`config.mk`:
```
export PLATFORM = sky130hd
export DESIGN_NAME = plie_cell
export DESIGN_NICKNAME = d
export VERILOG_FILES = /design/src/plie_pkg.sv /design/src/plie_cell.sv
export SDC_FILE = /design/constraint.sdc
export NUM_CORES = 1
export LEC_CHECK = 0
export BUFFER_PORTS_ARGS = -buffer_cell sky130_fd_sc_hd__buf_4
export CORE_MARGIN = 5
export CORE_UTILIZATION = 41
export DETAILED_ROUTE_END_ITERATION = 12
export PLACE_DENSITY = 0.81
export SETUP_SLACK_MARGIN = 0.5
export SLEW_MARGIN = 0
export SYNTH_ARGS = -nofsm -noshare
export SYNTH_HDL_FRONTEND = slang
export SYNTH_SLANG_ARGS = --single-unit
```
`constraint.sdc`:
```
create_clock -name clock -period 3.9 [get_ports clock]
set_input_delay 0 -clock clock [delete_from_list [all_inputs] [get_ports clock]]
set_output_delay 0 -clock clock [all_outputs]
set_load 0.02 [all_outputs]
```
`src/plie_pkg.sv`:
```
// Types and constants of the positional list unit.
// Depends on nothing; every other file but assert_macros.svh imports it.
package plie_pkg;

   localparam int DATA_W = 32;
   localparam int POS_W  = 11;
   localparam int LEN_W  = 11;
   localparam int TGT_W  = 16;   // cell index width at the largest depth

   typedef enum logic [1:0] {
      ACT_INSERT      = 2'd0,
      ACT_ERASE_FRONT = 2'd1,
      ACT_ERASE_END   = 2'd2,
      ACT_READ        = 2'd3
   } action_type;

   typedef enum logic [1:0] {
      STATUS_DONE    = 2'd0,
      STATUS_IGNORED = 2'd1,
      STATUS_FULL    = 2'd2
   } status_type;

   typedef enum logic [2:0] {
      CELL_HOLD,
      CELL_INSERT,
      CELL_ERASE,
      CELL_LOAD,
      CELL_SHIFT
   } cell_mode_type;

   typedef struct packed {
      cell_mode_type           mode;
      logic [TGT_W-1:0]        target;
      logic signed [DATA_W-1:0] value;
   } cell_cmd_type;

   typedef enum logic {
      ST_IDLE,
      ST_READ
   } state_type;

endpackage

```
`src/plie_cell.sv`:
```
// One list cell: holds one element and one stage of the read chain.
// Depends on plie_pkg for the broadcast command.
module plie_cell import plie_pkg::*; #(
   parameter int INDEX = 0
) (
   input  logic                     clock,
   input  cell_cmd_type             cmd,
   input  logic signed [DATA_W-1:0] left_data,
   input  logic signed [DATA_W-1:0] right_data,
   input  logic signed [DATA_W-1:0] right_rd,
   output logic signed [DATA_W-1:0] data,
   output logic signed [DATA_W-1:0] rd
);

   localparam logic [TGT_W-1:0] MY_INDEX = TGT_W'(INDEX);

   logic signed [DATA_W-1:0] data_ff, data_in;
   logic signed [DATA_W-1:0] rd_ff, rd_in;

   always_comb begin
      data_in = data_ff;
      rd_in   = rd_ff;
      case (cmd.mode)
         CELL_INSERT: begin
            // open a slot at the target, push the tail one cell up
            if (MY_INDEX > cmd.target) begin
               data_in = left_data;
            end else if (MY_INDEX == cmd.target) begin
               data_in = cmd.value;
            end
         end
         CELL_ERASE: begin
            if (MY_INDEX >= cmd.target) begin
               data_in = right_data;
            end
         end
         CELL_LOAD: begin
            rd_in = (MY_INDEX == cmd.target) ? data_ff : right_rd;
         end
         CELL_SHIFT: begin
            rd_in = right_rd;
         end
         default: begin
            data_in = data_ff;
         end
      endcase
   end

   always_ff @(posedge clock) begin
      data_ff <= data_in;
      rd_ff   <= rd_in;
   end

   assign data = data_ff;
   assign rd   = rd_ff;

endmodule

```
==> run_results.csv <==
group,metric,value,unit
final_layout,fillers,378,
clock_tree,htreeDepth,3,
route,drtAntennaViolNets,0,
power_and_ir_drop,power-per-cell-area,300,mW/mm^2
place,dp_hpwl,5830,um
clock_tree,clock-root-buffer,"clkbuf_8",
grt,grt_pass1_vias,2838,
clock_tree,cts_tree,"done",
synth,syn_inst,147,
route,drt_wl_total,9290,um
route,dr.pass1.iters,7,
synth,synthDistinctLibCells,15,
synth,syn_area_per_cell,19.7,um^2
clock_tree,clock-sinks,64,
sta,max_slew_margin,34.2,%
clock_tree,clk_pin_slew,0.07,ns
critical_path,critPathMaxStageDelay,0.57,ns
power_and_ir_drop,ir_drop,0.000178,V
synth,ys_seq_area_share,66.4,%
sta,clock_skew,0.00592,ns
place,gp_congestion,0.723,
sta,min_period,1.91,ns
critical_path,arrival,1.97,ns
route,via_per_inst,4.62,
critical_path,cp_max_fo,12,
place,place_ws,1.66,ns
sta,fin_crit_sh,49.0,%
floorplanning,die_h,94.0,um
clock_tree,clockBufferDepth,2,
floorplanning,dieArea,0.00884,mm^2
grt,grt_pass1_wl,14100,um
synth,syn-cell-area,0.00289,mm^2
critical_path,crit_required,3.96,ns
clock_tree,insertion_delay,0.32,ns
sta,max_freq,0.523,GHz
sta,slew_viol_final,0,
critical_path,critPathSlowestCell,"dlygate4sd3_1",
floorplanning,start_util,42.4,%
sta,fin_ws,1.99,ns
critical_path,path_buf_inv,3,
min_path,hold_path_class,"input port to flip-flop",
grt,grt_max_degree,33,
route,post_drt_wl_per_cell,17.5,um
synth,synth-seq-cells,64,
clock_tree,cts_resized,0,
sta,tightest_slew,0.984,ns
critical_path,path_class,"input port to flip-flop",
clock_tree,post_cts_buffers,0,
sta,rsz0062_at_grt,"no",
final_layout,antenna_cells,0,
grt,antenna_found_initial,0,
run_status,status,"finished, final reports clean",
critical_path,cp-end-kind,"flip-flop",
grt,grt_usage,21.4,%
critical_path,crit_family,"buffers and inverters",
route,first_iter_violations,54,
place,port_buffers,179,
floorplanning,num_io_pins,212,
flow_run,maxCapViolations,0,
final_layout,syn_to_final_growth,90.3,%
final_layout,drive_gt1_share,60.3,%
power_and_ir_drop,leakage,2.32,nW
synth,syn_nets,295,
sta,setup_viol,0,
critical_path,critPathMostFrequentCell,"buf_4",
sta,hold_ws,0.290,ns
sta,setup_tns,0,ns
synth,yosysWarnings,0,
critical_path,crit_chain,"buf_4 -> nor3b_4 -> buf_4 -> mux2_2 -> dlygate4sd3_1",
clock_tree,cts_made_buffers,9,
floorplanning,num_rows,30,
route,vias,2460,
route,route.detailed.drc,0,
sta,hold_viol_final,0,
grt,overflow,0,
critical_path,cp-start-kind,"input port",
floorplanning,core_area,0.00683,mm^2
floorplanning,die_w,94.0,um
final_layout,nNetsFinal,580,
-- report_power, final --
group / internal, mW / leakage [nW] / switching [mW]
combinational: 0.219 / 1.64 / 0.113
sequential: 0.791 / 0.587 / 0.00728
clock: 0.287 / 0.0933 / 0.236
total: 1.30 / 2.32 / 0.356
-- logic make-up after synthesis --
group | synth area share [%]
DFF | 66.4
AOI/OAI and AO/OA | 0.735
buffers and inverters | 1.69
xor gates and xnor gates | 0.303
and+or+nand+nor | 2.07
muxes | 28.8
-- state kept, by name (all words and copies together), names as in the netlist --
register,flops
rd,32
data,32
-- area by class of cell --
type	count	area [um^2]	area share, %
Sequential cell	64	1920	34.9
Multi-Input combinational cell	77	946	17.2
Clock buffer	10	128	2.32
Timing Repair Buffer	280	2340	42.5
Tap cell	96	120	2.18
Clock inverter	5	48.8	0.886
-- path summary, 6_finish.rpt --
kind | slack [ns] | to | cells past startpoint | from
max | 1.99 | data[3] | 5 | cmd[50]
min | 0.29 | data[6] | 3 | cmd[50]
max reg2reg | 2.93 | rd[9] | 1 | data[9]
min reg2reg | 0.58 | rd[31] | 1 | data[31]
-- synth_stat cells --
cell / instances / area, um^2
nor2_1: 1 / 3.75
nor3b_2: 1 / 12.5
o21ai_0: 1 / 5.00
nand2_1: 2 / 7.51
nor3_1: 1 / 5.00
mux2_2: 32 / 360
mux2_1: 2 / 22.5
nand4_1: 1 / 6.26
a21oi_4: 1 / 16.3
buf_6: 3 / 33.8
edfxtp_1: 64 / 1920
buf_2: 3 / 15.0
mux2_4: 30 / 450
xnor2_1: 1 / 8.76
nor4_1: 4 / 25.0
-- stage by stage --
stage	cell area, um^2	total power [mW]	util (%)	std cells
after global placement	4370	1.05	64.0	421
after CTS	5510	1.66	80.6	532
after detailed placement	4370	1.05	64.0	421
after global routing	5510	1.72	80.6	532
after floorplan	2890	0.911	-	147
final	5510	1.65	80.6	532
-- cell usage in the layout (no fill, tap or decap) --
cell type	n
nor4_1	4
mux2_2	32
clkinv_1	1
nand4_1	1
clkinv_2	3
mux2_1	2
bufinv_16	1
nor3_2	1
mux2_4	30
clkbuf_8	9
clkbuf_1	1
buf_4	184
nor2_1	1
edfxtp_1	64
dlygate4sd3_1	96
nor3b_4	1
o21ai_4	1
xnor2_1	1
nand2_1	2
a21oi_4	1
-- what timing repair did --
item,4_1_cts,5_1_grt
endpoints found under the hold margin,64,0
endpoints found under the setup margin,0,0
hold buffers,96,0
-- per-layer routing --
layer	share of wire, %	GRT usage [%]	vias to the layer above
met3	5.1	4.73	10
met1	33	20.2	1198
li1	-	-	1152
met2	60	43.6	100
met4	2.0	7.82	0
met5	0	0	-
No activity file was read; power rests on OpenSTA's default activity.
